## src/cge_blend.sv

```systemverilog
// ----------------------------------------------------------------------------
// cge_blend: channel blender
// Blends two RGBA colors by a Q1.16 fraction, one channel a cycle through a
// single multiplier.
// ----------------------------------------------------------------------------
`default_nettype none
module cge_blend (
  input  wire logic        clk,
  input  wire logic        rst,
  input  wire logic        start,
  input  wire logic [63:0] c0,
  input  wire logic [63:0] c1,
  input  wire logic [16:0] frac,
  output logic [63:0]      color,
  output logic             done
);
  logic               busy;
  logic [1:0]         ch;
  logic [63:0]        ca;
  logic [63:0]        cb;
  logic [16:0]        f;
  logic [15:0]        a;
  logic [15:0]        b;
  logic signed [16:0] d;
  logic signed [34:0] prod;
  logic signed [34:0] sum;

  // a * (1 - f) + b * f + half = a * 2^16 + (b - a) * f + half.
  assign a    = ca[16*ch +: 16];
  assign b    = cb[16*ch +: 16];
  assign d    = $signed({1'b0, b}) - $signed({1'b0, a});
  assign prod = 35'(d * $signed({1'b0, f}));
  assign sum  = $signed({3'b000, a, 16'h0000}) + prod + 35'sd32768;

  // Control.
  always_ff @(posedge clk) begin
    if (rst) begin
      busy <= 1'b0;
      done <= 1'b0;
      ch   <= '0;
    end else begin
      done <= 1'b0;
      if (start) begin
        busy <= 1'b1;
        ch   <= '0;
      end else if (busy) begin
        ch <= ch + 2'd1;
        if (ch == 2'd3) begin
          busy <= 1'b0;
          done <= 1'b1;
        end
      end
    end
  end

  // Operands and per-channel results.
  always_ff @(posedge clk) begin
    if (start) begin
      ca <= c0;
      cb <= c1;
      f  <= frac;
    end else if (busy) begin
      color[16*ch +: 16] <= sum[31:16];
    end
  end

endmodule
`default_nettype wire

```

## config.mk

```make
export PLATFORM = sky130hd
export DESIGN_NAME = cge_blend
export DESIGN_NICKNAME = d
export VERILOG_FILES = /design/src/cge_blend.sv
export SDC_FILE = /design/constraint.sdc
export NUM_CORES = 1
export LEC_CHECK = 0
export ABC_AREA = 1
export ABC_CLOCK_PERIOD_IN_PS = 17400
export BUFFER_PORTS_ARGS = -buffer_cell sky130_fd_sc_hd__buf_4
export CORE_ASPECT_RATIO = 2
export CORE_MARGIN = 2
export CORE_UTILIZATION = 40
export CTS_CLUSTER_SIZE = 20
export DETAILED_ROUTE_END_ITERATION = 10
export GPL_ROUTABILITY_DRIVEN = 0
export GPL_TIMING_DRIVEN = 0
export MAX_ROUTING_LAYER = met4
export PLACE_DENSITY = 0.63
export SLEW_MARGIN = 10
export SYNTH_ARGS = -nofsm -noshare
export SYNTH_HDL_FRONTEND = slang
export SYNTH_SLANG_ARGS = --single-unit
```

## constraint.sdc

```tcl
create_clock -name clk -period 17.4 [get_ports clk]
set_input_delay 1.74 -clock clk [delete_from_list [all_inputs] [get_ports clk]]
set_output_delay 1.74 -clock clk [all_outputs]
set_load 0.01 [all_outputs]
```

==> results.txt <==
The run finished with clean final reports. Entering global routing, the biggest net connects 95 pins. Synthesis produced 2004 cells. The logs give 53900 um for the final routed wirelength across all metal layers and 3 for the maximum clock insertion buffer count.

The path type of the worst min-delay path was register to register. The number of buffers created by CTS is 21, and the combined area of all synthesized cells is 0.0190 sq mm. Hold repair after CTS inserted 0 buffers. The net count of the finished layout is 2767. The number of nets handed over by synthesis was 2531. After synthesis, the share of flip-flops with an asynchronous set or reset is 0%. The clock net in this run drives a total of 213 sinks. The average footprint of a synthesized cell works out to 9.50 sq um. The die extent in y is 313 um, and the placeable core area is 0.0472 sq mm. The count of final max-slew check failures was 0; the critical-path maximum fanout was 10. Once the clock tree was built, the resizer swapped 0 gates to a different size. In this run the horizontal extent of the chip is 158 um. For the violation count after the first detailed-routing iteration, the log shows 803. The run gives 33.4% as the sequential cell area fraction in the yosys report. On the worst path, the slowest cell contributes a delay of 0.90 ns.

The overall die area is 0.0495 sq mm, and the hold violation count in the final report is 0. Count of maximum capacitance violations: 0. The sort of element at the end of the critical path is a register. The average detailed-routed wire length per instance works out to 18.7 um. For the setup skew after layout, the log shows 0.0510 ns.

For this block, the via count after detailed routing is 14337. The via count of the first global-routing pass is 15071. After floorplanning, the core was divided into 113 placement rows. After detailed routing, the number of vias per cell comes to 4.97. Among all flip-flop cells after synthesis, the most frequent one is edfxtp_1.

Of the cells placed in the final design, the portion with a size suffix greater than 1 is 13.5%. Yosys mapped a number of flops with a built-in enable equal to 209. The antenna diode count is 0, and the CTS clock-pin slew for the worst setup and hold paths is 0.07 ns. For the final sum of negative setup slack, the log shows 0 ns. Setup repair after global routing left no endpoint under its margin. The run gives 23.2% as the combined global-route utilization of all metal layers.

TritonCTS built the clock tree. Fill cells in the final layout number 4640. Number of setup buffers added after CTS: 0. The clock reaches the later pin of the worst-skew pair after 0.55 ns. The final global-route overflow total is 0. Number of ports placed on the die boundary: 213. Prior to clock tree synthesis, the placed netlist has a worst setup slack of 6.66 ns.

The sum of net half-perimeters after detailed placement was 44400 um; the number of antenna violations at the first check in global routing was 0. The total DRC errors in the routed layout was 0; the data required time of the critical path was 17.69 ns. Once placement finished, the instance area stood at 0.0215 sq mm.

The worst path in the final design needs a cycle of 10.75 ns, including I/O delays and setup. The post-route cell area is 0.0222 sq mm. For this design, the slowest cell found on the critical path is xor2_1.

Total number of H-tree levels: 1. The count of state elements after synthesis was 213. The first global-routing pass estimated 84000 um of wire. The detail route stage leaves a number of antenna-violating nets equal to 0. The number of distinct library cells after synthesis is 48, and the layout overhead on the synthesized area is 16.8%. For this run, the number of Yosys warnings is 0. The tools report the total setup violations reported at the end of the flow as 0.

The tools report the arrival time of data at the critical path endpoint as 11.04 ns. The master cell of the clock root buffer was clkbuf_16. The worst pin sits at a relative slew slack of 17.1%. Hold is met by 0.484 ns. The initial utilization of the core area, before any placement, comes to 40.3%. For the pin with the worst max-slew slack, the measured transition is 1.24 ns. By startpoint and endpoint, the worst setup path is classified as register to register.

The port buffer count was 212; the highest attainable clock frequency was 0.0930 GHz. The worst setup path is launched from a register. The logs give 6.65 ns for the worst-case setup margin in the final layout and 5 for the number of optimization iterations in the first detailed-route pass.

Dividing the final minimum period by the clock period gives 61.8%.
[registers in the layout, indices dropped and copies added (netlist names)]
| name | cells |
|---|---|
| busy | 1 |
| cb | 64 |
| done | 1 |
| ca | 64 |
| ch | 2 |
| f | 17 |
| color | 64 |
[area by class of cell]
| cell class | instances | area (sq um) | share of cell area, % |
|---|---|---|---|
| multi-input cells | 1277 | 10700 | 48.1 |
| flip-flops and latches | 213 | 6360 | 28.6 |
| inverters | 449 | 1690 | 7.58 |
| repair buffers | 213 | 1620 | 7.30 |
| well taps | 632 | 791 | 3.56 |
| clock buffers | 23 | 533 | 2.40 |
| plain buffers | 65 | 310 | 1.40 |
| clock inverters | 14 | 234 | 1.05 |
[critical path: cells and delay by family, from the launching register on]
| kind | cells | cell delay (ns) |
|---|---|---|
| adders and majority gates | 8 | 3.79 |
| buffers and inverters | 10 | 2.39 |
| and+or+nand+nor | 11 | 1.84 |
| xor gates and xnor gates | 2 | 1.19 |
| AOI/OAI and AO/OA | 2 | 0.90 |
| DFF | 1 | 0.34 |
[through the flow]
step / util [%] / instances
2_1_floorplan: - / 2004
3_3_place_gp: 45.4 / 2848
3_5_place_dp: 45.5 / 2849
4_1_cts: 47.1 / 2886
5_1_grt: 47.1 / 2886
6_report: 47.1 / 2886
[cell usage in the layout, fill, tap and decap left out, types with 3 or more instances in the layout]
master,n
buf_6,7
nand2_1,343
or2_2,14
clkinv_2,3
a31oi_1,7
clkbuf_1,49
buf_2,4
a21o_1,7
a32oi_1,12
clkbuf_16,21
buf_4,212
bufinv_16,6
nor3_2,4
or2_1,8
fa_1,240
xnor2_1,6
nand4_1,10
xor2_1,8
nor4_1,3
ha_1,139
inv_1,437
o21bai_1,5
nor3_1,22
a21oi_1,53
nor2_1,231
edfxtp_1,209
clkinv_1,7
dfxtp_1,4
nand3_1,67
buf_1,5
o22ai_1,14
nand2_2,7
a32o_1,5
inv_2,6
o21ai_0,46
nor2_2,4
[synth_stat cells, drive strengths merged, types with 14 or more instances]
cell type	count	area, sq um
edfxtp	209	6280
clkbuf	47	176
o22ai	14	87.6
o21ai	47	235
nand2	352	1350
or2	22	138
inv	443	1660
fa	240	4800
nand3	69	355
nor3	26	150
ha	139	1740
a21oi	55	298
nor2	235	885
buf	16	114
[worst paths after layout]
| check | start | to | slack (ns) | depth (start not counted) |
|---|---|---|---|---|
| setup reg to reg | ch[0] | color[53] | 6.65 | 33 |
| setup / recovery | ch[0] | color[53] | 6.65 | 33 |
| hold / removal | busy | busy | 0.48 | 2 |
| hold reg to reg | busy | busy | 0.48 | 2 |
[metal layers]
metal  share of wire (%)  vias to the layer above  track usage [%]
li1                    -                     6711                -
met1                  38                     6915             27.5
met2                  51                      583             39.4
met3                 6.5                      128             3.15
met4                 5.0                        0             9.28
met5                   0                        -                -
[logic make-up after synthesis]
family / share of synthesized area [%]
xor gates and xnor gates: 0.861
DFF: 33.4
and+or+nand+nor: 15.7
buffers and inverters: 10.5
adders and majority gates: 34.4
AOI/OAI and AO/OA: 5.23
Power is not shown: default switching activity piles up to over one toggle a cycle in this logic, so the estimate is an artifact.
