`config.mk`:
```
export PLATFORM = sky130hd
export DESIGN_NAME = cge_divider
export DESIGN_NICKNAME = d
export VERILOG_FILES = /design/src/cge_divider.sv
export SDC_FILE = /design/constraint.sdc
export NUM_CORES = 1
export LEC_CHECK = 0
export ABC_AREA = 1
export BUFFER_PORTS_ARGS = -buffer_cell sky130_fd_sc_hd__buf_2
export CORE_MARGIN = 3
export CORE_UTILIZATION = 50
export CTS_BUF_LIST = sky130_fd_sc_hd__clkbuf_8
export DETAILED_ROUTE_END_ITERATION = 12
export PLACE_DENSITY = 0.72
export SKIP_LAST_GASP = 1
export SLEW_MARGIN = 5
export SYNTH_ARGS = -nofsm -noshare
export SYNTH_HDL_FRONTEND = slang
export SYNTH_SLANG_ARGS = --single-unit
```
`constraint.sdc`:
```
create_clock -name clk -period 4.4 [get_ports clk]
set_input_delay 0.66 -clock clk [delete_from_list [all_inputs] [get_ports clk]]
set_output_delay 0.66 -clock clk [all_outputs]
set_load 0.01 [all_outputs]
```
`src/cge_divider.sv`:
```
// ----------------------------------------------------------------------------
// cge_divider: restoring divider for the segment fraction
// Computes floor((num << 16) / den) for num < den, one quotient bit a cycle.
// ----------------------------------------------------------------------------
`default_nettype none
module cge_divider (
  input  wire logic        clk,
  input  wire logic        rst,
  input  wire logic        start,
  input  wire logic [15:0] num,
  input  wire logic [15:0] den,
  output logic [15:0]      quo,
  output logic             done
);
  logic        busy;
  logic [3:0]  cnt;
  logic [16:0] rem;
  logic [15:0] dsr;
  logic [16:0] shifted;
  logic        ge;

  assign shifted = {rem[15:0], 1'b0};
  assign ge      = (shifted >= {1'b0, dsr});

  // Control.
  always_ff @(posedge clk) begin
    if (rst) begin
      busy <= 1'b0;
      done <= 1'b0;
      cnt  <= '0;
    end else begin
      done <= 1'b0;
      if (start) begin
        busy <= 1'b1;
        cnt  <= '0;
      end else if (busy) begin
        cnt <= cnt + 4'd1;
        if (cnt == 4'd15) begin
          busy <= 1'b0;
          done <= 1'b1;
        end
      end
    end
  end

  // Datapath: one subtract and compare a cycle.
  always_ff @(posedge clk) begin
    if (start) begin
      rem <= {1'b0, num};
      dsr <= den;
    end else if (busy) begin
      rem <= ge ? (shifted - {1'b0, dsr}) : shifted;
      quo <= {quo[14:0], ge};
    end
  end

endmodule
`default_nettype wire

```
==> impl_metrics.xml <==
<?xml version="1.0" encoding="UTF-8"?>
<metrics>
  <group name="clock_network">
    <metric name="cts_tree" unit="">yes</metric>
    <metric name="cts.sink_count" unit="">54</metric>
    <metric name="cts_hold_buffers" unit="">0</metric>
    <metric name="clkTransAtPathRegs" unit="ns">0.11</metric>
    <metric name="cts-htree-levels" unit="">2</metric>
    <metric name="clockBufferDepth" unit="">2</metric>
    <metric name="root_buffer_master" unit="">clkbuf_8</metric>
    <metric name="post_cts.resized_instances" unit="">0</metric>
    <metric name="clock_buffer_count_from_cts" unit="">5</metric>
    <metric name="insertion_delay" unit="ns">0.32</metric>
    <metric name="cts_setup_buffers" unit="">0</metric>
  </group>
  <group name="logic_synthesis">
    <metric name="postSynthRegisterBits" unit="">54</metric>
    <metric name="post_synth_most_frequent_cells" unit="">nand2_1, inv_1, edfxtp_1</metric>
    <metric name="yosys-top-cells-area" unit="">edfxtp_1, nand2_1, inv_1</metric>
    <metric name="asyncSetResetFlopFracSynth" unit="%">0</metric>
    <metric name="yosysTopAreaCell" unit="">edfxtp_1</metric>
    <metric name="most_frequently_used_flop_master_after_synthesis" unit="">edfxtp_1</metric>
    <metric name="synth-edff-count" unit="">48</metric>
    <metric name="yosysMostFrequentCell" unit="">nand2_1</metric>
    <metric name="mean_area_per_synthesized_cell" unit="um2">8.62</metric>
    <metric name="synthDominantCellAreaShare" unit="%">43.3</metric>
    <metric name="yosys_warnings" unit="">0</metric>
    <metric name="mappedNetlistArea" unit="um2">3330</metric>
    <metric name="synth-seq-area-share" unit="%">46.9</metric>
    <metric name="postSynthCellCount" unit="">386</metric>
    <metric name="synth_nets" unit="">439</metric>
    <metric name="synth_cell_type_count" unit="">33</metric>
  </group>
  <group name="final_layout">
    <metric name="drive_gt1_share" unit="%">23.6</metric>
    <metric name="layout_nets" unit="">493</metric>
    <metric name="synthToLayoutAreaGrowth" unit="%">12.7</metric>
    <metric name="final_core_util" unit="%">58.7</metric>
    <metric name="count_of_inserted_antenna_diode_cells" unit="">0</metric>
    <metric name="fill_cells" unit="">606</metric>
  </group>
  <group name="sta">
    <metric name="finalWorstPathRequiredPeriod" unit="ns">2.35</metric>
    <metric name="slew_violations" unit="">0</metric>
    <metric name="fin_tns_setup" unit="ns">0</metric>
    <metric name="period_share" unit="%">53.4</metric>
    <metric name="worst-slew-pin-transition" unit="ns">1.22</metric>
    <metric name="timing.max_slew.rel_slack" unit="%">18.0</metric>
    <metric name="max_freq" unit="GHz">0.426</metric>
    <metric name="whs" unit="ns">0.456</metric>
    <metric name="final.setup_skew" unit="ns">0.00583</metric>
    <metric name="final_hold_viol_count" unit="">0</metric>
    <metric name="rsz0062_at_grt" unit="">false</metric>
    <metric name="finalSetupViolCount" unit="">0</metric>
  </group>
  <group name="die">
    <metric name="initial_core_utilization" unit="%">52.1</metric>
    <metric name="die_h" unit="um">87.6</metric>
    <metric name="design.core.area" unit="um2">6390</metric>
    <metric name="die_area" unit="um2">7670</metric>
    <metric name="placementRows" unit="">29</metric>
    <metric name="chipWidth" unit="um">87.6</metric>
    <metric name="boundaryPins" unit="">52</metric>
  </group>
  <group name="global_route">
    <metric name="first_global_vias" unit="">2484</metric>
    <metric name="largest_net_degree_at_the_start_of_global_routing" unit="">37</metric>
    <metric name="grt_antenna_before_repair" unit="">0</metric>
    <metric name="track_usage" unit="%">18.5</metric>
    <metric name="globalRoute.totalOverflow" unit="">0</metric>
    <metric name="first_pass_grt_wire_length" unit="um">11000</metric>
  </group>
  <group name="critical_path">
    <metric name="crit_end_category" unit="">flop</metric>
    <metric name="worstReg2RegEnd" unit="">rem[8]</metric>
    <metric name="setup.reg_to_reg.worst_slack" unit="ns">2.05</metric>
    <metric name="critPathArrivalTime" unit="ns">2.43</metric>
    <metric name="critical_path.max_fanout" unit="">23</metric>
    <metric name="worst_reg2reg_path_length_in_cells" unit="">12</metric>
    <metric name="launching_element_type_of_the_critical_path" unit="">flop</metric>
    <metric name="cp_cell_sequence" unit="">ha_1 -&gt; nand2_2 -&gt; inv_2 -&gt; nand2_1 -&gt; nand2_1 -&gt; inv_2 -&gt; nand3_2 -&gt; nand2_4 -&gt; nand2_4 -&gt; nand3_2 -&gt; nand3_1 -&gt; nand2_1</metric>
    <metric name="crit_path_top_delay_cell" unit="">edfxtp_1</metric>
    <metric name="critPathRequiredTime" unit="ns">4.48</metric>
    <metric name="critical_path.reg2reg.startpoint" unit="">rem[7]</metric>
    <metric name="worst-setup-path-type" unit="">reg -&gt; reg</metric>
    <metric name="cp_slowest_stage_delay" unit="ns">0.46</metric>
    <metric name="cpMostUsedCell" unit="">nand2_1</metric>
  </group>
  <group name="detailed_routing">
    <metric name="drtIter0Drc" unit="">224</metric>
    <metric name="ant_nets" unit="">0</metric>
    <metric name="route.detailed.drc" unit="">0</metric>
    <metric name="detailroute.via_count" unit="">2582</metric>
    <metric name="detail_route.first_pass.iterations" unit="">6</metric>
    <metric name="post_drt_wl_per_cell" unit="um">12.7</metric>
    <metric name="via_per_inst" unit="">4.98</metric>
    <metric name="route.final.wire_length" unit="um">6590</metric>
  </group>
  <group name="power_and_ir_drop">
    <metric name="vdd_ir_drop_max" unit="mV">0.204</metric>
    <metric name="total_leakage_power" unit="uW">0.00185</metric>
    <metric name="power_per_cell_area" unit="nW/um2">433</metric>
  </group>
  <group name="worst_hold_path">
    <metric name="hp-class" unit="">reg -&gt; reg</metric>
    <metric name="min_to" unit="">quo[10]</metric>
    <metric name="hp_start" unit="">quo[9]</metric>
    <metric name="whs_path_depth" unit="">0</metric>
  </group>
  <group name="flow_run">
    <metric name="timing.max_cap.violations" unit="">0</metric>
  </group>
  <group name="placed_design">
    <metric name="dp_hpwl" unit="um">4870</metric>
    <metric name="placer_congestion_estimate" unit="">0.965</metric>
    <metric name="buffer_ports.inserted" unit="">51</metric>
  </group>
  <group name="status">
    <metric name="status" unit="">finished, final reports clean</metric>
  </group>
</metrics>
[power breakdown]
part           switching (uW)  internal (uW)
clock network             182            174
registers                28.2            625
logic                     387            230
[layer usage]
metal,global-route usage [%],share of wire (%)
met5,0,0
met4,5.58,1.2
met3,3.67,5.7
met2,30.3,47
met1,24.8,46
[registers in the layout, summed over array words and instances, names as in the netlist]
register / flops
busy: 1
cnt: 4
done: 1
dsr: 16
quo: 16
rem: 16
[final cells by class]
cell class / instances / area, um2 / share of cell area (%)
Clock buffer: 5 / 68.8 / 1.83
Clock inverter: 3 / 48.8 / 1.30
Inverter: 65 / 244 / 6.50
Multi-Input combinational cell: 262 / 1470 / 39.2
Sequential cell: 54 / 1560 / 41.6
Tap cell: 77 / 96.3 / 2.57
Timing Repair Buffer: 52 / 263 / 7.00
[worst max path at each step]
stage,start,to,slack (ns),depth (start not counted)
6_report,rem[7],rem[8],2.05,12
3_5_place_dp,start,quo[13],1.91,2
4_1_cts,rem[0],rem[3],2.06,10
3_3_place_gp,start,rem[6],1.98,3
5_1_grt,rem[7],rem[8],1.89,10
2_1_floorplan,start,quo[0],2.27,3
[critical path, delay by kind of cell (launching register included)]
family,cells,cell delay [ns]
DFF,1,0.46
and+or+nand+nor,9,1.10
adders and majority gates,1,0.42
buffers and inverters,2,0.12
[cell usage in the layout (no fill, tap or decap), types with 2 or more instances in the layout]
cell type / Yosys / final
o21ai_2: 7 / 7
nand2_4: 2 / 2
xnor2_1: 4 / 4
o21ai_0: 2 / 2
nor2_2: 10 / 10
dfxtp_1: 6 / 6
nand3b_1: 10 / 10
nand4_1: 6 / 6
nand3_2: 11 / 11
ha_1: 17 / 17
inv_2: 2 / 2
a21oi_1: 8 / 8
nand3_1: 21 / 21
buf_2: 2 / 51
inv_1: 62 / 62
nor2_1: 19 / 19
nand2_1: 123 / 123
clkbuf_8: 0 / 5
edfxtp_1: 48 / 48
nand2_2: 9 / 9
xor2_1: 2 / 2
and2_1: 2 / 2
[logic make-up after synthesis]
group | share of synthesized area (%)
and+or+nand+nor | 31.5
buffers and inverters | 8.95
DFF | 46.9
AOI/OAI and AO/OA | 4.02
adders and majority gates | 6.99
xor gates and xnor gates | 1.58
[through the flow]
step	worst slack [ns]	total power, uW	instances	cell area (um2)
after floorplan	2.27	1170	386	3330
after detailed placement	1.91	1280	510	3630
final	2.05	1630	518	3750
after global routing	1.89	1750	518	3750
after global placement	1.98	1260	510	3630
after CTS	2.06	1630	518	3750
(Power assumes the default switching activity.)
