[config.mk]
export PLATFORM = sky130hd
export DESIGN_NAME = cge_cell
export DESIGN_NICKNAME = d
export VERILOG_FILES = /design/src/cge_pkg.sv /design/src/cge_cell.sv
export SDC_FILE = /design/constraint.sdc
export NUM_CORES = 1
export LEC_CHECK = 0
export BUFFER_PORTS_ARGS = -buffer_cell sky130_fd_sc_hd__buf_2
export CAP_MARGIN = 20
export CORE_AREA = 5 5 259 261
export CTS_CLUSTER_DIAMETER = 80
export DETAILED_ROUTE_END_ITERATION = 10
export DIE_AREA = 0 0 264 266
export HOLD_SLACK_MARGIN = 0.15
export PLACE_DENSITY = 0.36
export SYNTH_ARGS = -nofsm -noshare
export SYNTH_HDL_FRONTEND = slang
export SYNTH_SLANG_ARGS = --single-unit
[constraint.sdc]
create_clock -name clk -period 16.02 [get_ports clk]
set_clock_uncertainty 0.05 [all_clocks]
set_input_delay 0.801 -clock clk [delete_from_list [all_inputs] [get_ports clk]]
set_output_delay 0.801 -clock clk [all_outputs]
set_load 0.01 [all_outputs]
[src/cge_pkg.sv]
// ----------------------------------------------------------------------------
// cge_pkg: shared types and constants of the color gradient evaluator
// Holds the channel payloads, the scan token that travels along the key
// cells, the key write bus and the controller state encoding.
// ----------------------------------------------------------------------------
`default_nettype none
package cge_pkg;

  // Default table depth.
  localparam int KEY_DEPTH_DEF = 8;

  // Item kinds.
  localparam logic KIND_EVAL = 1'b0;
  localparam logic KIND_LOAD = 1'b1;

  // Fraction value for a full step to the later key (Q1.16 one).
  localparam logic [16:0] FRAC_ONE  = 17'h10000;
  localparam logic [16:0] FRAC_ZERO = 17'h00000;

  typedef struct packed {
    logic        kind;
    logic [2:0]  key_slot;
    logic [15:0] key_time;
    logic [15:0] key_red;
    logic [15:0] key_green;
    logic [15:0] key_blue;
    logic [15:0] key_alpha;
    logic [15:0] query_time;
  } item_t;

  typedef struct packed {
    logic [15:0] out_red;
    logic [15:0] out_green;
    logic [15:0] out_blue;
    logic [15:0] out_alpha;
    logic [15:0] range_start;
    logic [15:0] range_end;
  } result_t;

  typedef struct packed {
    logic [3:0] key_count;
  } cfg_t;

  // How the fraction of the found segment is formed.
  typedef enum logic [1:0] {
    FMODE_ZERO,
    FMODE_FULL,
    FMODE_DIV
  } fmode_t;

  // Key write broadcast to all cells.
  typedef struct packed {
    logic        en;
    logic [2:0]  slot;
    logic [15:0] ktime;
    logic [63:0] color;
  } key_wr_t;

  // Token handed from cell to cell. The first pass gathers the range and
  // the last key color, the second pass searches the segment.
  typedef struct packed {
    logic        valid;
    logic        pass;
    logic        found;
    fmode_t      fmode;
    logic [15:0] q;
    logic [15:0] lo;
    logic [15:0] hi;
    logic [15:0] pt;
    logic [63:0] pc;
    logic [63:0] c0;
    logic [63:0] c1;
    logic [15:0] num;
    logic [15:0] den;
  } tok_t;

  typedef enum logic [2:0] {
    S_IDLE,
    S_SCAN_A,
    S_SCAN_B,
    S_DIV,
    S_BLEND,
    S_PUSH
  } state_t;

endpackage
`default_nettype wire

[src/cge_cell.sv]
// ----------------------------------------------------------------------------
// cge_cell: one key slot of the gradient table
// Stores one key time and color and updates the passing token each cycle.
// ----------------------------------------------------------------------------
`default_nettype none
module cge_cell #(
  parameter int IDX   = 0,
  parameter int CNT_W = 4
) (
  input  wire logic                clk,
  input  wire logic                rst,
  input  wire cge_pkg::key_wr_t    wr,
  input  wire logic [CNT_W-1:0]    n,
  input  wire cge_pkg::tok_t       tin,
  output cge_pkg::tok_t            tout
);
  import cge_pkg::*;

  logic [15:0] ktime;
  logic [63:0] color;
  tok_t        tok_next;
  logic        in_use;

  // Key storage, written by a matching load.
  always_ff @(posedge clk) begin
    if (wr.en && (int'(wr.slot) == IDX)) begin
      ktime <= wr.ktime;
      color <= wr.color;
    end
  end

  assign in_use = (IDX < int'(n));

  // Token update. A query that lands exactly on the later key takes the full
  // step, since that fraction does not fit the divider's 16-bit quotient.
  always_comb begin
    tok_next = tin;
    if (!tin.pass) begin
      if (IDX == 0) begin
        tok_next.lo = ktime;
      end
      if (IDX == int'(n) - 1) begin
        tok_next.hi = ktime;
        tok_next.c0 = color;
      end
    end else if ((IDX >= 1) && in_use && !tin.found && (tin.q <= ktime)) begin
      tok_next.found = 1'b1;
      tok_next.c0    = tin.pc;
      tok_next.c1    = color;
      tok_next.num   = tin.q - tin.pt;
      tok_next.den   = ktime - tin.pt;
      if (ktime <= tin.pt) begin
        tok_next.fmode = FMODE_FULL;
      end else if (tin.q <= tin.pt) begin
        tok_next.fmode = FMODE_ZERO;
      end else if (tin.q == ktime) begin
        tok_next.fmode = FMODE_FULL;
      end else begin
        tok_next.fmode = FMODE_DIV;
      end
    end
    tok_next.pt = ktime;
    tok_next.pc = color;
  end

  // Hand the token to the neighbor.
  always_ff @(posedge clk) begin
    if (rst) begin
      tout.valid <= 1'b0;
    end else begin
      tout.valid <= tin.valid;
    end
    tout.pass  <= tok_next.pass;
    tout.found <= tok_next.found;
    tout.fmode <= tok_next.fmode;
    tout.q     <= tok_next.q;
    tout.lo    <= tok_next.lo;
    tout.hi    <= tok_next.hi;
    tout.pt    <= tok_next.pt;
    tout.pc    <= tok_next.pc;
    tout.c0    <= tok_next.c0;
    tout.c1    <= tok_next.c1;
    tout.num   <= tok_next.num;
    tout.den   <= tok_next.den;
  end

endmodule
`default_nettype wire

==> results.py, run 1 <==
metrics = {
    "power_and_ir_drop": {
        "p_int_mw": 1.62,
        "power.share.clock_pct": 45.5,
        "p_comb_share_pct": 5.7,
        "switching_share_pct": 21.8,
        "ir_drop_mv": 0.0860,
        "leakagePower_nw": 6.62,
        "powerDensity_nw_per_um2": 140,
        "seqPwrFrac_pct": 48.8,
        "p_sw_mw": 0.453,
        "power_mw": 2.08,
    },
    "floorplan": {
        "io_pins": 676,
        "core.rowCount": 93,
        "core_area_um2": 64200,
        "initial_core_util_pct": 14.8,
        "die_area_um2": 70200,
        "die_width_um": 264,
        "die_h_um": 266,
    },
    "clock_tree": {
        "cts_max_path_buffers": 3,
        "ctsHoldBuffers": 0,
        "clock_sinks": 373,
        "postCtsSetupBuffers": 0,
        "cts_tree": "yes",
        "clk_pin_slew_worst_paths_ps": 60,
        "htree_levels": 2,
        "cts_resized": 0,
        "numCtsBuffers": 44,
        "clk_latency_ps": 540,
        "root_buffer": "clkbuf_16",
    },
    "logic_synthesis": {
        "synth_warnings": 0,
        "syn_area_um2": 9490,
        "syn_inst": 483,
        "synth_cell_type_count": 11,
        "synth_nets": 866,
        "seq_area_frac_synth_pct": 87.1,
        "avgSynthCellArea_um2": 19.6,
        "ys_ff_latch": 373,
    },
    "worst_setup_path": {
        "rrSetupSlack_ps": 15050,
        "critPathMaxFanout": 49,
        "cp_num_buf_inv": 3,
        "cp_cell_sequence": "buf_2 -> nor4_4 -> buf_4 -> buf_4 -> mux2_2",
        "critical_path_arrival_ps": 3110,
        "crit_family": "buffers and inverters",
        "reg2reg_depth": 1,
        "r2r-start": "ktime[13]",
        "max_stage_delay_ps": 750,
        "crit_top_cell": "buf_4",
        "cp-start-kind": "input port",
        "endpoint_kind": "flip-flop",
        "r2r-end": "tout[269]",
        "critical_path_class": "input port to flip-flop",
        "critical_path.slowest_cell": "buf_4",
        "crit_required_ps": 16390,
    },
    "sta": {
        "finalMaxSlewViolations": 0,
        "post-route-period-util_pct": 17.1,
        "tns_ps": 0,
        "relSlewSlack_pct": 43.7,
        "min_period_ps": 2740,
        "max_freq_mhz": 366,
        "tightest_slew_ps": 845,
        "finalHoldViolCount": 0,
        "rsz0062_at_grt": "false",
        "setup_violations": 0,
    },
    "detailed_routing": {
        "route.detailed.drc": 0,
        "dr_total_vias": 6198,
        "antenna_left": 0,
        "totalWireLength_um": 32800,
        "routedWlPerCell_um": 16.3,
        "drt-initial-drc-count": 163,
        "first_pass_iters": 4,
        "vias_per_cell": 3.08,
    },
    "grt": {
        "antenna_found_initial": 8,
        "grt_start_max_net_pins": 50,
        "grt.overflow.total": 0,
        "grt_pass1_wl_um": 46600,
        "first_global_vias": 6917,
        "grt_usage_pct": 8.88,
    },
    "job": {
        "drv_cap": 0,
    },
    "final_layout": {
        "syn2layout_area_growth_pct": 56.7,
        "stdcell_count": 2011,
        "drive_gt1_share_pct": 65.3,
        "nNetsFinal": 1501,
    },
    "placement": {
        "place_congestion": 0.795,
        "dp.cells": 1927,
        "dp_hpwl_um": 25200,
        "port_buffers": 595,
    },
    "hold_path": {
        "min_path_cells": 0,
        "hold_path.class": "flip-flop to flip-flop",
        "worstHoldStart": "color[30]",
        "holdPathEnd": "tout[190]",
    },
    "run_status": {
        "outcome": "complete, no violations",
    },
}
final cells by class:
| type | instances | area (um^2) |
|---|---|---|
| fill | 6931 | 49400 |
| sequential | 373 | 8270 |
| clock inverter | 16 | 100 |
| clock buffer | 64 | 1290 |
| timing repair buffer | 599 | 3010 |
| antenna | 4 | 10.0 |
| tap | 855 | 1070 |
| multi-input combinational | 100 | 1130 |
cells by family after synthesis:
family / share of synthesized area [%]
flops: 87.1
mux: 11.4
buf+inv: 1.04
simple gates: 0.448
how the worst max path moves through the flow:
stage                   from   endpoint  slack [ps]  cells past startpoint
detailed placement  tin[291]  tout[138]       12590                      5
CTS                 tin[291]  tout[101]       13200                      5
global placement    tin[291]  tout[101]       12600                      5
global route        tin[291]  tout[138]       13110                      5
finish              tin[291]  tout[138]       13280                      5
floorplan             wr[82]   color[0]        6070                      1
cell usage after synthesis (all sizes together):
master	count	area (um^2)
nand2b	1	6.26
nor4b	1	8.76
buf	10	98.8
dfxtp	293	5870
mux2	96	1080
nor2b	1	6.26
edfxtp	80	2400
nor4	1	21.3
power by group through the flow:
stage | registers, mW | clock network (mW) | logic, mW
after floorplan | 1.06 | 0 | 0.0173
after global placement | 1.04 | 0 | 0.122
after detailed placement | 1.04 | 0 | 0.122
after CTS | 1.02 | 0.993 | 0.123
after global routing | 1.02 | 1.03 | 0.130
final | 1.01 | 0.945 | 0.118
per-stage QoR:
stage	setup slack, ps	area [um^2]	util (%)	hold slack (ps)
2_1_floorplan	6070	9490	-	292
6_report	13280	14900	23.2	298
3_5_place_dp	12590	13500	21.0	298
3_3_place_gp	12600	13500	21.0	294
4_1_cts	13200	14900	23.1	246
5_1_grt	13110	14900	23.1	251
routing by layer:
metal / wire (um) / up-vias / global-route usage (%)
met5: 33 / - / 0
met4: 801 / 6 / 2.83
met3: 3640 / 56 / 4.51
met2: 16700 / 350 / 15.7
met1: 11600 / 2833 / 9.18
li1: - / 2953 / -
flip-flops by register name, indices dropped and copies added, names as in the netlist:
signal / flops
tout: 293
color: 64
ktime: 16
layout by cell type (no fill, tap or decap):
master	instances
diode_2	4
inv_8	1
nor4b_2	1
buf_4	4
clkbuf_1	11
mux2_2	82
nor4_4	1
clkbuf_16	46
buf_2	595
clkbuf_8	7
clkinvlp_4	1
dfxtp_1	293
clkinv_4	2
nor2b_1	1
nand2b_1	1
clkinv_2	11
mux2_1	14
inv_6	1
edfxtp_1	80
No activity file was read; power rests on OpenSTA's default activity.
==> run 2: changes to the inputs <==
--- a/config.mk
+++ b/config.mk
@@ -5,14 +5,15 @@
 export SDC_FILE = /design/constraint.sdc
 export NUM_CORES = 1
 export LEC_CHECK = 0
+export ABC_AREA = 1
 export BUFFER_PORTS_ARGS = -buffer_cell sky130_fd_sc_hd__buf_2
 export CAP_MARGIN = 20
-export CORE_AREA = 5 5 259 261
+export CORE_AREA = 5 5 260 262
 export CTS_CLUSTER_DIAMETER = 80
 export DETAILED_ROUTE_END_ITERATION = 10
-export DIE_AREA = 0 0 264 266
+export DIE_AREA = 0 0 265 267
 export HOLD_SLACK_MARGIN = 0.15
-export PLACE_DENSITY = 0.36
+export PLACE_DENSITY = 0.38
 export SYNTH_ARGS = -nofsm -noshare
 export SYNTH_HDL_FRONTEND = slang
 export SYNTH_SLANG_ARGS = --single-unit
==> constraint.sdc (replaced) <==
create_clock -name clk -period 2.3 [get_ports clk]
set_clock_uncertainty 0.05 [all_clocks]
set_input_delay 0.115 -clock clk [delete_from_list [all_inputs] [get_ports clk]]
set_output_delay 0.115 -clock clk [all_outputs]
set_load 0.01 [all_outputs]
==> run 2 against run 1 <==
The flow now stops in clock tree synthesis. Synthesized cell count is 46% higher. Area after synthesis is 3.2% higher.
==> results.py, run 2 <==
metrics = {
    "clock_tree": {
        "cts_max_path_buffers": 3,
        "postCtsSetupBuffers": 0,
        "numCtsBuffers": 46,
        "cts_resized": 0,
        "root_buffer": "clkbuf_16",
        "clock_sinks": 373,
        "htree_levels": 2,
        "ctsHoldBuffers": 446,
    },
    "placement": {
        "place_congestion": 0.776,
        "dpl_worst_slack_ps": 906,
        "port_buffers": 595,
        "dp_hpwl_um": 29500,
    },
    "logic_synthesis": {
        "synth_nets": 1090,
        "syn_area_um2": 9800,
        "ys_top_cells_by_area": "dfxtp_1 60%, edfxtp_1 25%, nand2_1 8.0%, nand4_1 5.1%, buf_2 1.4%",
        "ys_ff_latch": 373,
        "synth.most_common_cell": "dfxtp_1",
        "synth_warnings": 0,
        "synth_top_area_share_pct": 59.9,
        "avgSynthCellArea_um2": 13.9,
        "seq_area_frac_synth_pct": 84.4,
        "synth_cell_type_count": 14,
        "syn_inst": 707,
        "synthTopCellsByCount": "293 x dfxtp_1, 209 x nand2_1, 80 x edfxtp_1, 80 x nand4_1, 27 x buf_2",
        "synth_edf_count": 80,
        "synth_ff_type": "dfxtp_1",
        "async_reset_ff_share_pct": 0,
        "synth_largest_area_cell": "dfxtp_1",
    },
    "floorplan": {
        "die_width_um": 265,
        "die_h_um": 267,
        "io_pins": 676,
        "core.rowCount": 94,
        "initial_core_util_pct": 15.0,
    },
    "run_status": {
        "outcome": "stopped before the end",
        "stop_stage": "clock tree synthesis",
        "error_message": "[ERROR RSZ-0060] Max buffer count reached.",
    },
}
[run 2: cell count changes after synthesis, sizes merged, moves of 4 or more]
cell,before,now
nand2,0,209
mux2,96,0
nand4,0,80
inv,0,4
buf,10,33
[run 2: cell families after synthesis]
logic type / synth area share, %
AND/OR/NAND/NOR: 13.5
buffers and inverters: 2.06
flip-flops: 84.4
[run 2: per-stage QoR]
step           std cells  setup TNS, ps  instance area [um^2]  utilization, %  hold slack, ps
3_5_place_dp        2142              0                 13900            21.3             169
3_3_place_gp        2142              0                 13900            21.3             168
2_1_floorplan        707         -20050                  9830               -            92.7
==> run 3: changes to the inputs <==
--- a/config.mk
+++ b/config.mk
@@ -8,12 +8,10 @@
 export ABC_AREA = 1
 export BUFFER_PORTS_ARGS = -buffer_cell sky130_fd_sc_hd__buf_2
 export CAP_MARGIN = 20
-export CORE_AREA = 5 5 260 262
-export CTS_CLUSTER_DIAMETER = 80
+export CORE_AREA = 5 5 258 260
 export DETAILED_ROUTE_END_ITERATION = 10
-export DIE_AREA = 0 0 265 267
-export HOLD_SLACK_MARGIN = 0.15
-export PLACE_DENSITY = 0.38
+export DIE_AREA = 0 0 263 265
+export PLACE_DENSITY_LB_ADDON = 0.15
 export SYNTH_ARGS = -nofsm -noshare
 export SYNTH_HDL_FRONTEND = slang
 export SYNTH_SLANG_ARGS = --single-unit
==> constraint.sdc (replaced) <==
create_clock -name clk -period 3 [get_ports clk]
set_clock_uncertainty 0.05 [all_clocks]
set_input_delay 0.15 -clock clk [delete_from_list [all_inputs] [get_ports clk]]
set_output_delay 0.15 -clock clk [all_outputs]
set_load 0.01 [all_outputs]
==> run 3 against run 2 <==
Synthesized cell count did not move. Area after synthesis unchanged. The flow now finishes without violations.
==> results.py, run 3 <==
metrics = {
    "run_status": {
        "outcome": "complete, no violations",
    },
    "clock_tree": {
        "root_buffer": "clkbuf_16",
        "cts_tree": "yes",
        "clk_latency_ps": 560,
        "clock_sinks": 373,
        "numCtsBuffers": 44,
        "htree_levels": 2,
        "cts_max_path_buffers": 3,
        "postCtsSetupBuffers": 0,
        "clk_pin_slew_worst_paths_ps": 60,
    },
    "grt": {
        "antenna_found_initial": 4,
        "grt_usage_pct": 11.3,
        "first_global_vias": 9767,
        "grt_pass1_wl_um": 60800,
        "grt_start_max_net_pins": 81,
        "grt.overflow.total": 0,
    },
    "power_and_ir_drop": {
        "leakagePower_nw": 8.43,
        "ir_drop_mv": 0.357,
        "power_mw": 11.8,
        "powerDensity_nw_per_um2": 642,
    },
    "logic_synthesis": {
        "synth_top_area_share_pct": 59.9,
        "synth_cell_type_count": 14,
        "synth.most_common_cell": "dfxtp_1",
        "ys_top_cells_by_area": "dfxtp_1 60%, edfxtp_1 25%, nand2_1 8.0%, nand4_1 5.1%, buf_2 1.4%",
        "synth_warnings": 0,
        "synth_largest_area_cell": "dfxtp_1",
        "synth_edf_count": 80,
        "syn_inst": 707,
        "seq_area_frac_synth_pct": 84.4,
        "ys_ff_latch": 373,
        "synth_nets": 1090,
        "synthTopCellsByCount": "293 x dfxtp_1, 209 x nand2_1, 80 x edfxtp_1, 80 x nand4_1, 27 x buf_2",
        "avgSynthCellArea_um2": 13.9,
        "async_reset_ff_share_pct": 0,
        "synth_ff_type": "dfxtp_1",
        "syn_area_um2": 9800,
    },
    "final_layout": {
        "stdcell_count": 2521,
        "multiInputGateArea_um2": 1350,
        "final_util_pct": 28.7,
        "reg_top3": "tout (293), color (64), ktime (16)",
        "final_cell_mix": "595 x buf_2, 303 x dlygate4sd3_1, 293 x dfxtp_1",
        "largest_reg_flops": 293,
        "num-fill-cells": 6732,
        "largest_register": "tout",
        "drive_gt1_share_pct": 40.7,
        "seq_area_um2": 8270,
        "nNetsFinal": 2009,
        "mostFrequentLayoutCell": "buf_2",
        "syn2layout_area_growth_pct": 87.0,
    },
    "worst_setup_path": {
        "critPathMaxFanout": 44,
        "cp-start-kind": "input port",
        "endpoint_kind": "flip-flop",
        "critical_path_arrival_ps": 2830,
        "critical_path_class": "input port to flip-flop",
        "crit_required_ps": 3450,
    },
    "sta": {
        "rsz0062_at_grt": "false",
        "relSlewSlack_pct": 59.8,
        "post-route-period-util_pct": 79.4,
        "finalHoldViolCount": 0,
        "max_freq_mhz": 420,
        "whs_ps": 59.6,
        "setup_violations": 0,
        "tightest_slew_ps": 601,
        "min_period_ps": 2380,
        "tns_ps": 0,
        "finalMaxSlewViolations": 0,
    },
    "placement": {
        "port_buffers": 595,
        "dp.cells": 2132,
        "place_congestion": 0.762,
        "dp_hpwl_um": 29300,
    },
    "floorplan": {
        "initial_core_util_pct": 15.3,
        "die_h_um": 265,
        "core_area_um2": 63900,
        "die_width_um": 263,
        "core.rowCount": 93,
        "die_area_um2": 69700,
        "io_pins": 676,
    },
    "detailed_routing": {
        "dr_total_vias": 8693,
        "drt-initial-drc-count": 204,
        "routedWlPerCell_um": 16.5,
        "route.detailed.drc": 0,
        "vias_per_cell": 3.45,
        "totalWireLength_um": 41600,
        "antenna_left": 0,
        "first_pass_iters": 4,
    },
    "job": {
        "drv_cap": 0,
    },
    "hold_path": {
        "hold_path.class": "input port to flip-flop",
    },
}
==> run 3: report_power, final <==
part           switching (mW)  total, mW  internal (mW)
Clock                    2.16       5.27           3.11
Combinational           0.481       1.06          0.576
Sequential             0.0675       5.43           5.36
==> run 3: repair_timing <==
item | in CTS | in global routing
gates resized for setup | 0 | 0
endpoints found under the hold margin | 298 | 0
setup endpoints to repair | 0 | 0
hold buffers | 303 | 0
==> run 3: kinds of logic (layout without fill, tap and decap cells) <==
family                 after synthesis  after routing  share of synthesized area [%]
DFF                                373            373                           84.4
buffers and inverters               40            995                           2.06
and+or+nand+nor                    294            294                           13.5
other                                0              4                              0
==> run 3: per-stage QoR <==
step,area [um^2],worst slack (ps)
after floorplan,9810,365
after global placement,13800,979
after detailed placement,13800,991
after CTS,18300,573
after global routing,18300,449
final,18300,618
==> run 3: final timing paths <==
check | from | endpoint | slack [ps] | cells after the start
hold reg to reg | color[54] | tout[214] | 320 | 0
setup / recovery | tin[291] | tout[148] | 620 | 8
hold / removal | wr[80] | color[57] | 60 | 3
setup reg to reg | ktime[2] | tout[242] | 1610 | 3
==> run 3: area by class of cell <==
type | instances | area share, %
sequential | 373 | 45.1
timing repair buffer | 909 | 33.7
multi-input combinational | 294 | 7.34
clock buffer | 64 | 7.10
tap | 855 | 5.84
clock inverter | 18 | 0.745
inverter | 4 | 0.0956
antenna | 4 | 0.0547
==> run 3: worst max-delay path, stage by stage <==
cell and delay [ps]:
dlygate4sd3_1 530, buf_2 400, inv_4 330, nand3_4 160, buf_4 460, nand2_1 110, nand2_1 80, dlygate4sd3_1 540
==> run 3: routing by layer <==
metal | global-route usage (%) | vias up | wire length [um]
li1 | - | 4223 | -
met1 | 12.0 | 4088 | 15200
met2 | 20.8 | 290 | 22100
met3 | 3.63 | 90 | 2840
met4 | 4.30 | 2 | 1440
met5 | 0 | - | 7
==> run 4: changes to the inputs <==
--- a/config.mk
+++ b/config.mk
@@ -8,9 +8,9 @@
 export ABC_AREA = 1
 export BUFFER_PORTS_ARGS = -buffer_cell sky130_fd_sc_hd__buf_2
 export CAP_MARGIN = 20
-export CORE_AREA = 5 5 258 260
+export CORE_AREA = 5 5 260 262
 export DETAILED_ROUTE_END_ITERATION = 10
-export DIE_AREA = 0 0 263 265
+export DIE_AREA = 0 0 265 267
 export PLACE_DENSITY_LB_ADDON = 0.15
 export SYNTH_ARGS = -nofsm -noshare
 export SYNTH_HDL_FRONTEND = slang
==> constraint.sdc (replaced) <==
create_clock -name clk -period 2.1 [get_ports clk]
set_clock_uncertainty 0.05 [all_clocks]
set_input_delay 0.105 -clock clk [delete_from_list [all_inputs] [get_ports clk]]
set_output_delay 0.105 -clock clk [all_outputs]
set_load 0.01 [all_outputs]
==> run 4 against run 3 <==
Register-to-register slack lost 770 ps. Worst hold slack got worse by 27 ps. Sequential share of layout area decreased by 0.56 points. Cell count rose by 0.79%. Sequential power grew 43%. Design area is 1.3% higher. Critical path type unchanged. Critical endpoint is now tout[260]. Largest cell class unchanged.
==> results.py, run 4 (synthesis gave the netlist of run 3 again) <==
metrics = {
    "job": {
        "drv_cap": 0,
    },
    "final_layout": {
        "final_cell_mix": "595 x buf_2, 312 x dlygate4sd3_1, 293 x dfxtp_1",
        "drive_gt1_share_pct": 41.3,
        "mostFrequentLayoutCell": "buf_2",
        "syn2layout_area_growth_pct": 89.3,
        "largest_reg_flops": 293,
        "stdcell_count": 2541,
        "largest_register": "tout",
        "num-fill-cells": 6892,
        "seq_area_um2": 8270,
        "reg_top3": "tout (293), color (64), ktime (16)",
        "nNetsFinal": 2023,
        "stdcell_area_um2": 18500,
        "multiInputGateArea_um2": 1350,
    },
    "worst_setup_path": {
        "critPathMaxFanout": 17,
        "crit_required_ps": 2550,
        "cp_num_buf_inv": 5,
        "crit_top_cell": "dlygate4sd3_1",
        "critical_path_class": "input port to flip-flop",
        "cp-start-kind": "input port",
        "endpoint_kind": "flip-flop",
        "cp_cell_sequence": "dlygate4sd3_1 -> buf_2 -> buf_4 -> nand2_1 -> dlygate4sd3_1 -> nand2_1 -> dlygate4sd3_1",
        "critical_path_arrival_ps": 2320,
        "crit_family": "buffers and inverters",
        "max_stage_delay_ps": 570,
        "critical_path.slowest_cell": "dlygate4sd3_1",
    },
    "sta": {
        "post-route-period-util_pct": 89.0,
        "finalMaxSlewViolations": 0,
        "rsz0062_at_grt": "false",
        "tns_ps": 0,
        "max_freq_mhz": 535,
        "setup_violations": 0,
        "tightest_slew_ps": 570,
        "min_period_ps": 1870,
        "relSlewSlack_pct": 62.0,
        "finalHoldViolCount": 0,
    },
    "clock_tree": {
        "clk_latency_ps": 560,
        "numCtsBuffers": 46,
        "clock_sinks": 373,
        "postCtsSetupBuffers": 0,
        "clk_pin_slew_worst_paths_ps": 60,
        "htree_levels": 2,
        "root_buffer": "clkbuf_16",
        "cts_max_path_buffers": 3,
        "cts_tree": "yes",
    },
    "floorplan": {
        "initial_core_util_pct": 15.0,
        "die_h_um": 267,
        "die_area_um2": 70800,
        "io_pins": 676,
        "core.rowCount": 94,
        "die_width_um": 265,
        "core_area_um2": 65200,
    },
    "grt": {
        "grt_usage_pct": 11.1,
        "grt_pass1_wl_um": 59400,
        "first_global_vias": 9447,
        "grt_start_max_net_pins": 58,
        "antenna_found_initial": 1,
        "grt.overflow.total": 0,
    },
    "detailed_routing": {
        "first_pass_iters": 4,
        "dr_total_vias": 8719,
        "routedWlPerCell_um": 16.5,
        "vias_per_cell": 3.43,
        "route.detailed.drc": 0,
        "totalWireLength_um": 42000,
        "antenna_left": 0,
        "drt-initial-drc-count": 336,
    },
    "power_and_ir_drop": {
        "powerDensity_nw_per_um2": 936,
        "leakagePower_nw": 8.53,
        "power_mw": 17.4,
        "ir_drop_mv": 0.608,
    },
    "placement": {
        "dp.cells": 2144,
        "port_buffers": 595,
        "dpl_cell_area_um2": 13900,
        "place_congestion": 0.798,
        "dp_hpwl_um": 30000,
    },
    "run_status": {
        "outcome": "complete, no violations",
    },
    "hold_path": {
        "hold_path.class": "input port to flip-flop",
    },
}
[run 4: cell count changes in the layout (fill, tap and decap cells not counted), sizes merged]
cell and change:
buf +3, clkinvlp -1, diode -3, clkinv -6, clkbuf +6, dlygate4sd3 +9, inv +3
[run 4: tightest hold or removal path, stage by stage]
cell    delay [ps]
buf_2          100
nor3_4          60
buf_12         170
[run 4: timing repair]
item,4_1_cts,5_1_grt
endpoints found under the hold margin,293,0
hold buffers,312,0
resized for setup,0,0
setup endpoints to repair,0,0
[run 4: report_power, final]
group          internal, mW  switching [mW]
combinational         0.834           0.693
sequential             7.66           0.101
clock                  4.89            3.18
[run 4: path summary, 6_finish.rpt]
kind / startpoint / end / slack, ps / cells after the start
worst max-delay path: tin[291] / tout[260] / 230 / 7
worst min-delay path: wr[81] / color[50] / 30 / 3
worst max register to register: ktime[4] / tout[260] / 840 / 3
worst min register to register: color[7] / tout[167] / 320 / 0
[run 4: metal layers]
layer / global-route usage (%) / wire length, um / vias up
li1: - / - / 4251
met1: 12.6 / 16000 / 4107
met2: 19.4 / 21700 / 287
met3: 3.73 / 3030 / 74
met4: 3.94 / 1280 / 0
met5: 0 / 0 / -
[run 4: metrics by stage]
step / setup WS (ps) / util (%) / hold slack (ps)
after floorplan: -441 / - / 82.7
after detailed placement: 753 / 21.3 / 159
after CTS: 274 / 28.5 / 3.84
after global placement: 745 / 21.3 / 157
final: 232 / 28.5 / 32.2
after global routing: 152 / 28.5 / 11.9
[run 4: cell type report]
type,instances,share of cell area [%]
antenna,1,0.0135
sequential,373,44.6
inverter,4,0.162
tap,864,5.83
clock inverter,14,0.668
multi-input combinational,294,7.29
clock buffer,70,7.79
timing repair buffer,921,33.7
